--- src/rbr_pkg.sv ---
// ----------------------------------------------------------------------------
// rbr_pkg
// Shared constants, command codes and beat types of the RBSP bit reader.
// ----------------------------------------------------------------------------
package rbr_pkg;

  localparam int BUFFER_BYTES  = 4096;
  localparam int POS_W         = 13;                // holds 0 .. BUFFER_BYTES
  localparam int STREAM_W      = 13;
  localparam int WORD_COUNT    = BUFFER_BYTES / 4;  // 32-bit words in the store
  localparam int WIDX_W        = POS_W - 2;
  localparam int BANK_DEPTH    = WORD_COUNT / 2;    // even and odd word banks
  localparam int BANK_AW       = $clog2(BANK_DEPTH);
  localparam int MAX_READ_BITS = 32;
  localparam int COUNT_W       = 6;
  localparam int VALUE_W       = 32;

  localparam logic [1:0] CMD_LOAD    = 2'd0;
  localparam logic [1:0] CMD_RESTART = 2'd1;
  localparam logic [1:0] CMD_READ    = 2'd2;

  typedef struct packed {
    logic [1:0]         command;
    logic [7:0]         load_value;
    logic [COUNT_W-1:0] bit_count;
    logic               advance;
  } request_t;

  typedef struct packed {
    logic [VALUE_W-1:0] bits_value;
    logic               more_data;
  } result_t;

  // Store read setup, driven in the cycle a command is taken
  typedef struct packed {
    logic             ld_sel;
    logic [POS_W-1:0] load_pos;
    logic [POS_W-1:0] read_pos;
  } fetch_t;

  // Byte merge for the write-back half of a load
  typedef struct packed {
    logic       en;
    logic [1:0] lane;
    logic [7:0] data;
  } merge_t;

endpackage

--- src/rbr_extract.sv ---
// ----------------------------------------------------------------------------
// rbr_extract
// Field extractor: aligns the 64-bit word pair to the read position and
// returns the requested number of bits right-aligned.
// ----------------------------------------------------------------------------
module rbr_extract (
  input  logic [31:0]                  first_word,
  input  logic [31:0]                  second_word,
  input  logic [1:0]                   byte_off,
  input  logic [2:0]                   bit_pos,
  input  logic [rbr_pkg::COUNT_W-1:0]  count,
  output logic [rbr_pkg::VALUE_W-1:0]  value
);
  import rbr_pkg::*;

  logic [63:0]        aligned;
  logic [COUNT_W-1:0] rshift;

  always_comb begin
    aligned = {first_word, second_word} << {byte_off, bit_pos};
    rshift  = COUNT_W'(MAX_READ_BITS) - count;
    if (count == '0) begin
      value = '0;
    end else begin
      value = aligned[63:32] >> rshift[4:0];
    end
  end

endmodule

--- config.mk ---
export PLATFORM = sky130hd
export DESIGN_NAME = rbr_extract
export DESIGN_NICKNAME = d
export VERILOG_FILES = /design/src/rbr_pkg.sv /design/src/rbr_extract.sv
export SDC_FILE = /design/constraint.sdc
export NUM_CORES = 1
export LEC_CHECK = 0
export ABC_AREA = 1
export BUFFER_PORTS_ARGS = -buffer_cell sky130_fd_sc_hd__clkbuf_2
export CAP_MARGIN = 25
export CORE_MARGIN = 3
export CORE_UTILIZATION = 60
export DETAILED_ROUTE_END_ITERATION = 16
export GPL_TIMING_DRIVEN = 0
export PLACE_DENSITY_LB_ADDON = 0.3
export RECOVER_POWER = 50
export SLEW_MARGIN = 40
export SYNTH_ARGS = -nofsm -noshare
export SYNTH_HDL_FRONTEND = slang
export SYNTH_SLANG_ARGS = --single-unit
--- constraint.sdc ---
create_clock -name vclk -period 8.25
set_input_delay 1.65 -clock vclk [all_inputs]
set_output_delay 1.65 -clock vclk [all_outputs]
set_load 0.005 [all_outputs]
== Word level (Yosys, flattened, before mapping) ==
Cells that the tools add are included.
Cells by class
  add/subtract/negate cells: 1
  shift operators: 2
  multiplexer cells: 1
  reductions and logical operators: 1
Operator list (number)
  << shifter 64 x 5 -> 64 bit: 1
  two-way mux 32 bit: 1
  >> shifter 32 x 5 -> 32 bit: 1
  zero test 6 bit: 1
  subtractor 1 x 5 -> 5 bit (first input constant): 1
Storage, ports and cells
  bits in registers: 0

== Longest topological paths before layout ==
Gate-level depths: netlist (run 1).
  depth in word-level cells: 3
  mapped depth: 17
  depth with buffers taken out: 15

== Worst setup path before layout (run 1) ==
OpenSTA, ideal clock, no wires.
  path kind: in2out
  start point: input count[0] (netlist bit)
  end point: output value[10] (netlist bit)
  arrival time: 3272 ps
  setup slack: 3328 ps
  stages on the path: 11
  cell sequence: inv_2 > buf_2 > ha_1 > nand2_1 > or3_1 > nand2_1 > o21ai_1 > inv_2 > clkbuf_1 > nand3_1 > nand2_1
Between the ends
  word-level cells in the longest chain between the ends: 3
  elaborated cells on any way between the ends: 4
  those cells by class: add/sub (1); shift (1); mux (1); reduce/logical (1)
Ends and longest elaborated chain
  start, declared: line rbr_extract.sv:11  | input logic [rbr_pkg::COUNT_W-1:0] count,
  subtractor 1 x 5 -> 5 bit: line rbr_extract.sv:21  | rshift = COUNT_W'(MAX_READ_BITS) - count;
  >> shifter 32 x 5 -> 32 bit: line rbr_extract.sv:25  | value = aligned[63:32] >> rshift[4:0];
  two-way mux 32 bit (*): line rbr_extract.sv:22  | if (count == '0) begin
  end, declared: line rbr_extract.sv:12  | output logic [rbr_pkg::VALUE_W-1:0] value
Every way passes the cells marked *; elsewhere a longest branch is shown, timed or not.

== Worst setup path after layout (run 1) ==
  start point: input count[0] (netlist bit)
  end point: output value[5] (netlist bit)
The elaborated chain is that of the path after synthesis.

==> results of run 1 <==
## stage by stage
stage	instance area (um2)	hold slack (ns)	utilization, %
final	5250	3.89	71.3
after floorplan	4630	3.62	-
after global routing	5250	4.00	71.3
after global placement	5260	3.87	71.4
after detailed placement	5260	3.87	71.4
after CTS	5260	3.87	71.4
## kinds of logic after synthesis
group,after synthesis
buffers and inverters,98
AOI/OAI and AO/OA,11
xor gates and xnor gates,1
and+or+nand+nor,876
adders and majority gates,1
## per-layer routing
| layer | part of all wire, % | wire, um |
|---|---|---|
| met1 | 39 | 7460 |
| met4 | 3.9 | 743 |
| met3 | 13 | 2530 |
| met2 | 44 | 8330 |
| met5 | 0 | 0 |
## synthesized netlist by cell type
cell type    n
a21oi_1      4
and3_1       2
buf_1       13
buf_2       23
buf_4       11
buf_6        6
clkbuf_1    29
clkinv_1     1
ha_1         1
inv_1        9
inv_2        4
inv_4        1
inv_8        1
nand2_1    279
nand2_2      6
nand3_1    566
nand3_2      3
nand4_1      3
nor2_1      10
nor3_1       4
nor4_1       1
o211ai_1     1
o21ai_0      4
o21ai_1      2
or2_2        1
or3_1        1
xor2_1       1
## worst max-delay path by stage
stage / start / to / cells after the start
2_1_floorplan: count[0] / value[10] / 11
3_3_place_gp: count[0] / value[7] / 12
3_5_place_dp: count[0] / value[7] / 12
4_1_cts: count[0] / value[7] / 12
5_1_grt: count[0] / value[6] / 12
6_report: count[0] / value[5] / 12
## power by group through the flow
stage / logic [mW] / registers (mW) / clock network, mW
floorplan: 0.305 / 0 / 0
global placement: 0.423 / 0 / 0
detailed placement: 0.426 / 0 / 0
CTS: 0.428 / 0 / 0
global route: 0.491 / 0 / 0
finish: 0.445 / 0 / 0
## critical path, delay by kind of cell
| family | cells | cell delay, ns |
|---|---|---|
| buf+inv | 6 | 1.57 |
| simple gates | 4 | 0.61 |
| compound gates | 1 | 0.54 |
| fa+ha+maj | 1 | 0.25 |
## final cells by class
type	count	area, um2
Buffer	82	422
Multi-Input combinational cell	889	4130
Inverter	16	70.1
Timing Repair Buffer	102	503
Fill cell	776	2120
Tap cell	99	124
==> impl_metrics.csv, run 1 <==
group,metric,value,unit
route,drt-total-wl,19100,um
yosys,synth_top_area_share,61.2,%
min_path,hold_class,"input port to primary output",
global_routing,grt_max_degree,11,
min_path,holdPathStages,7,
route,drt_iter0_markers,1200,
yosys,synthAdderAreaFrac,0.270,%
timing,min_period,6.28,ns
power_and_ir_drop,p_leak,2.76,nW
place,place_congestion,1.09,
die,ios,107,
yosys,syn_avg_cell_area,4.69,um2
yosys,synth_top_family_by_area,"simple AND/OR/NAND/NOR gates",
power_and_ir_drop,combinationalPowerShare,100.0,%
route,vias,7822,
cells_and_area,fin_cells,1188,
place,pre_cts_slack,2.70,ns
yosys,synth-compound-area-share,1.24,%
worst_setup_path,slowest_stage,"o21ai_0",
die,rows,31,
worst_setup_path,crit_path_cell_trace,"clkbuf_1 -> inv_1 -> clkbuf_1 -> ha_1 -> nand2_1 -> or3_1 -> o21ai_0 -> inv_1 -> clkbuf_1 -> nand3_1 -> nand2_1 -> clkbuf_2",
power_and_ir_drop,vdd_drop_max,68.9,uV
timing,fin_tns_setup,0,ns
cells_and_area,clock_buffers,0,
die,die_area,8800,um2
die,start_util,62.8,%
global_routing,grt_use_met2,66.5,%
yosys,ys_seq_area_share,0,%
global_routing,grt.busiest_layer,"met2",
power_and_ir_drop,power,0.445,mW
run,max-cap-violations,0,
global_routing,use_met3,8.65,%
yosys,yosys.area_share.simple,87.6,%
die,core_area,7370,um2
yosys,synth-xor-area-share,0.189,%
yosys,syn_inst,987,
global_routing,grt-ovfl-total,0,
route,routedWlPerCell,16.1,um
clock_network,cts_setup_buffers,0,
worst_setup_path,cp-end-kind,"primary output",
global_routing,grt_pass1_vias,6750,
place,dp_cells,1188,
power_and_ir_drop,p_int,0.150,mW
route,drc,0,
die,chipWidth,93.8,um
power_and_ir_drop,seq_power_share,0,%
cells_and_area,drive_gt1_share,13.7,%
place,portBuffers,102,
yosys,synth_area,4630,um2
power_and_ir_drop,clockPowerShare,0,%
route,dr.pass1.iters,8,
worst_setup_path,required,6.60,ns
global_routing,grt.met1_usage,54.9,%
place,dp_hpwl,15700,um
timing,tightest_slew,0.662,ns
cells_and_area,flops_and_latches,0,
worst_setup_path,arrival,4.63,ns
power_and_ir_drop,powerDensity,84.8,nW/um2
global_routing,grt_usage,41.7,%
timing,rsz0062_at_grt,"no",
cells_and_area,regArea,0,um2
yosys,synth_area_leaders,"nand3_1, nand2_1, buf_2, clkbuf_1, buf_4",
timing,finalWorstSetupSlack,1.97,ns
yosys,synth_top_area_cell,"nand3_1",
cells_and_area,final_common_cell,"nand3_1",
timing,period_share,76.1,%
cells_and_area,layout_common_cells,"nand3_1, nand2_1, clkbuf_2",
timing,final-max-slew-violation-count,0,
cells_and_area,nets,1167,
min_path,holdPathEnd,"value[15]",
global_routing,antenna_found_initial,0,
timing,finalSetupViolations,0,
timing,hold_viol,0,
cells_and_area,area_growth,13.5,%
min_path,worstHoldStart,"count[4]",
yosys,synthMuxAreaShare,0,%
timing,clock.fmax,0.159,GHz
die,dieHeight,93.8,um
yosys,syn_nets,1063,
worst_setup_path,critPathLaunchType,"input port",
clock_network,holdBufCountCts,0,
cells_and_area,num_antenna_cells,0,
run_status,status,"completed",
yosys,yosysWarnings,0,
route,via_per_inst,6.58,
power_and_ir_drop,swShare,66.3,%
worst_setup_path,crit_type,"input port to primary output",
power_and_ir_drop,switchingPower,0.295,mW
route,antenna_left,0,
global_routing,grt_pass1_wl,30300,um
worst_setup_path,crit_fanout,10,
worst_setup_path,crit_top_cell,"clkbuf_1",
yosys,ys_types,27,
clock_network,post_cts_resized,0,
worst_setup_path,cpPeakStageDelay,0.54,ns
timing,slew_headroom,55.7,%
Note: power is estimated with default switching activity, not from simulation.
==> run 2: changes to the inputs <==
CORE_UTILIZATION = 58   (was 60)
clock period = 5.9 ns   (was 8.25 ns; I/O delays follow)
==> impl_metrics.csv, run 2 (synthesized netlist as in run 1, its figures left out) <==
group,metric,value,unit
worst_setup_path,crit_type,"input port to primary output",
cells_and_area,regArea,0,um2
route,drt_iter0_markers,1234,
timing,hold-worst-slack,2.92,ns
global_routing,grt_usage,40.7,%
timing,finalSetupViolations,0,
timing,finalWorstSetupSlack,0.743,ns
route,antenna_left,0,
cells_and_area,flops_and_latches,0,
place,place_congestion,1.09,
worst_setup_path,critPathLaunchType,"input port",
worst_setup_path,critical-path-top-delay-family,"buffers and inverters",
route,via_per_inst,6.53,
timing,tightest_slew,0.846,ns
global_routing,grt_pass1_vias,6710,
power_and_ir_drop,vdd_drop_max,92.4,uV
die,ios,107,
place,dp_hpwl,15900,um
power_and_ir_drop,powerDensity,119,nW/um2
min_path,hold_class,"input port to primary output",
global_routing,grt-ovfl-total,0,
timing,hold_viol,0,
run_status,status,"completed",
min_path,holdPathEnd,"value[29]",
route,dr.pass1.iters,6,
cells_and_area,num_antenna_cells,0,
cells_and_area,clock_buffers,0,
clock_network,post_cts_resized,0,
die,start_util,61.8,%
die,chipWidth,95.3,um
global_routing,antenna_found_initial,0,
route,routedWlPerCell,16.2,um
worst_setup_path,cp-end-kind,"primary output",
worst_setup_path,arrival,3.98,ns
cells_and_area,drive_gt1_share,13.4,%
power_and_ir_drop,power,0.625,mW
timing,slew_headroom,43.4,%
worst_setup_path,crit_fanout,10,
power_and_ir_drop,p_leak,2.74,nW
cells_and_area,final_common_cell,"nand3_1",
clock_network,cts_setup_buffers,0,
die,dieHeight,95.3,um
clock_network,holdBufCountCts,0,
timing,rsz0062_at_grt,"no",
die,core_area,7490,um2
worst_setup_path,required,4.72,ns
min_path,holdPathStages,4,
timing,min_period,5.16,ns
global_routing,grt_max_degree,11,
die,rows,31,
worst_setup_path,worstSetupStartpoint,"count[0]",
timing,clock.fmax,0.194,GHz
die,die_area,9080,um2
worst_setup_path,crit_path_cell_trace,"clkbuf_1 -> inv_1 -> clkbuf_1 -> ha_1 -> nand2_1 -> or3_1 -> nand2_1 -> o21ai_1 -> inv_2 -> clkbuf_1 -> nand3_1 -> nand2_1 -> clkbuf_2",
global_routing,grt_pass1_wl,30100,um
place,portBuffers,102,
cells_and_area,layout_common_cells,"nand3_1, nand2_1, clkbuf_2",
timing,final-max-slew-violation-count,0,
place,pre_cts_slack,1.23,ns
worst_setup_path,slowest_stage,"clkbuf_1",
run,max-cap-violations,0,
timing,fin_tns_setup,0,ns
timing,period_share,87.4,%
min_path,worstHoldStart,"count[5]",
cells_and_area,area_growth,13.4,%
worst_setup_path,cpPeakStageDelay,0.49,ns
route,drc,0,
route,vias,7759,
cells_and_area,nets,1167,
worst_setup_path,worst-path-buf-inv,6,
route,drt-total-wl,19200,um
-- run 2: cell types whose count changed in the layout (fill, tap and decap cells not counted), sizes merged --
cell	delta
clkbuf	-1
buf	+1
-- run 2: area by class of cell --
cell class	instances	area, um2
inverter	16	70.1
fill	804	2240
multi-input combinational	889	4130
timing repair buffer	102	498
tap	99	124
buffer	82	422
-- run 2: through the flow --
stage | instance area (um2) | std cells | util, %
CTS | 5260 | 1188 | 70.3
finish | 5250 | 1188 | 70.1
detailed placement | 5260 | 1188 | 70.3
floorplan | 4630 | 987 | -
global route | 5250 | 1188 | 70.1
global placement | 5260 | 1188 | 70.3
-- run 2: worst max-delay path by stage --
stage | cells after the start | endpoint | slack, ns
finish | 13 | value[10] | 0.74
floorplan | 11 | value[10] | 1.92
detailed placement | 13 | value[2] | 1.23
global placement | 12 | value[8] | 1.26
global route | 13 | value[10] | 0.53
CTS | 13 | value[2] | 1.21
-- run 2: report_power, final --
part           internal, mW  switching (mW)
Combinational         0.210           0.415
Clock                     0               0
Sequential                0               0
-- run 2: routing by layer --
| layer | up-vias | GRT usage (%) | part of all wire (%) |
|---|---|---|---|
| met3 | 76 | 7.18 | 13 |
| met1 | 3384 | 53.7 | 39 |
| met4 | 0 | 12.7 | 3.2 |
| met5 | - | 0 | 0 |
| met2 | 601 | 66.8 | 44 |
| li1 | 3698 | - | - |
==> run 3: changes to the inputs <==
--- a/config.mk
+++ b/config.mk
@@ -16,2 +16,3 @@
 export RECOVER_POWER = 50
+export REMOVE_ABC_BUFFERS = 1
 export SLEW_MARGIN = 40
==> constraint.sdc (replaced) <==
create_clock -name vclk -period 5.9
set_input_delay 0.59 -clock vclk [all_inputs]
set_output_delay 0.59 -clock vclk [all_outputs]
set_load 0.005 [all_outputs]
==> impl_metrics.csv, run 3 (synthesized netlist as in run 1, its figures left out) <==
group,metric,value,unit
die,ios,107,
place,portBuffers,106,
timing,hold_viol,0,
timing,rsz0062_at_grt,"no",
run_status,status,"completed",
route,vias,7179,
route,drt-total-wl,16100,um
route,antenna_left,0,
power_and_ir_drop,switchingPower,0.383,mW
power_and_ir_drop,p_int,0.191,mW
place,dp_cells,1111,
cells_and_area,clock_buffers,0,
worst_setup_path,worstSetupStartpoint,"count[0]",
timing,final-max-slew-violation-count,0,
die,start_util,61.8,%
min_path,holdPathStages,4,
run,max-cap-violations,0,
route,drt_iter0_markers,985,
timing,period_share,82.8,%
die,chipWidth,95.3,um
place,pre_cts_slack,1.58,ns
worst_setup_path,required,5.31,ns
cells_and_area,fin_util,65.5,%
power_and_ir_drop,powerDensity,117,nW/um2
place,dp_hpwl,12000,um
route,via_per_inst,6.46,
global_routing,grt_usage,34.6,%
timing,finalWorstSetupSlack,1.02,ns
timing,min_period,4.88,ns
cells_and_area,fillers,833,
route,dr.pass1.iters,9,
worst_setup_path,crit_type,"input port to primary output",
global_routing,grt_pass1_wl,26500,um
worst_setup_path,cp-end-kind,"primary output",
cells_and_area,final_common_cell,"nand3_1",
die,dieHeight,95.3,um
route,routedWlPerCell,14.5,um
die,core_area,7490,um2
cells_and_area,layout_common_cells,"nand3_1, nand2_1, clkbuf_2",
die,rows,31,
place,dpl-instance-area,4910,um2
timing,clock.fmax,0.205,GHz
worst_setup_path,crit_path_end,"value[20]",
power_and_ir_drop,seq_power_share,0,%
timing,fin_tns_setup,0,ns
clock_network,cts_setup_buffers,0,
power_and_ir_drop,vdd_drop_max,72.0,uV
timing,slew_headroom,32.8,%
timing,hold-worst-slack,1.70,ns
worst_setup_path,crit_fanout,36,
cells_and_area,area_growth,5.90,%
place,place_congestion,1.01,
power_and_ir_drop,power,0.574,mW
cells_and_area,num_antenna_cells,0,
cells_and_area,fin_area,4900,um2
clock_network,post_cts_resized,0,
min_path,worstHoldStart,"count[5]",
global_routing,antenna_found_initial,0,
cells_and_area,nets,1090,
global_routing,grt-ovfl-total,0,
cells_and_area,drive_gt1_share,12.0,%
cells_and_area,multi_input_area,4160,um2
power_and_ir_drop,combinationalPowerShare,100.0,%
min_path,hold_class,"input port to primary output",
die,die_area,9080,um2
worst_setup_path,arrival,4.29,ns
route,drc,0,
cells_and_area,fin_cells,1111,
power_and_ir_drop,swShare,66.8,%
timing,tightest_slew,1.01,ns
timing,finalSetupViolations,0,
cells_and_area,flops_and_latches,0,
power_and_ir_drop,clockPowerShare,0,%
cells_and_area,regArea,0,um2
global_routing,grt_pass1_vias,5958,
clock_network,holdBufCountCts,0,
worst_setup_path,critPathLaunchType,"input port",
global_routing,grt_max_degree,64,
power_and_ir_drop,p_leak,2.55,nW
## run 3: cell count changes in the layout (fill, tap and decap cells not counted), sizes merged
cell    change
buf        -51
clkbuf     -26
## run 3: how the worst min path moves through the flow
stage	slack, ns	end
6_report	1.70	value[22]
5_1_grt	1.74	value[18]
4_1_cts	1.71	value[22]
3_5_place_dp	1.71	value[22]
3_3_place_gp	1.86	value[17]
2_1_floorplan	1.43	value[28]
## run 3: power groups by stage
| stage | Sequential [mW] | Clock, mW | Combinational, mW |
|---|---|---|---|
| 5_1_grt | 0 | 0 | 0.644 |
| 6_report | 0 | 0 | 0.574 |
| 2_1_floorplan | 0 | 0 | 0.380 |
| 3_5_place_dp | 0 | 0 | 0.560 |
| 3_3_place_gp | 0 | 0 | 0.548 |
| 4_1_cts | 0 | 0 | 0.562 |
## run 3: layout make-up
type                            count  share of cell area (%)
Multi-Input combinational cell    889                    84.8
Tap cell                           99                    2.53
Timing Repair Buffer              107                    11.1
Inverter                           16                    1.51
## run 3: routing by layer
| metal | track usage, % | part of all wire [%] | wire, um | vias to the layer above |
|---|---|---|---|---|
| met3 | 3.31 | 10 | 1660 | 73 |
| met4 | 12.9 | 4.3 | 688 | 0 |
| met5 | 0 | 0 | 0 | - |
| li1 | - | - | - | 3529 |
| met1 | 46.2 | 40 | 6400 | 3119 |
| met2 | 57.3 | 46 | 7350 | 458 |
## run 3: worst max-delay path, cell delays in order
cell and delay, ns:
clkbuf_2 0.51, inv_2 0.44, ha_1 1.09, clkinv_2 0.69, nand2_1 0.21, nand2_1 0.19, o21ai_1 0.22, nand2_1 0.09
nor2_1 0.13, clkbuf_2 0.13
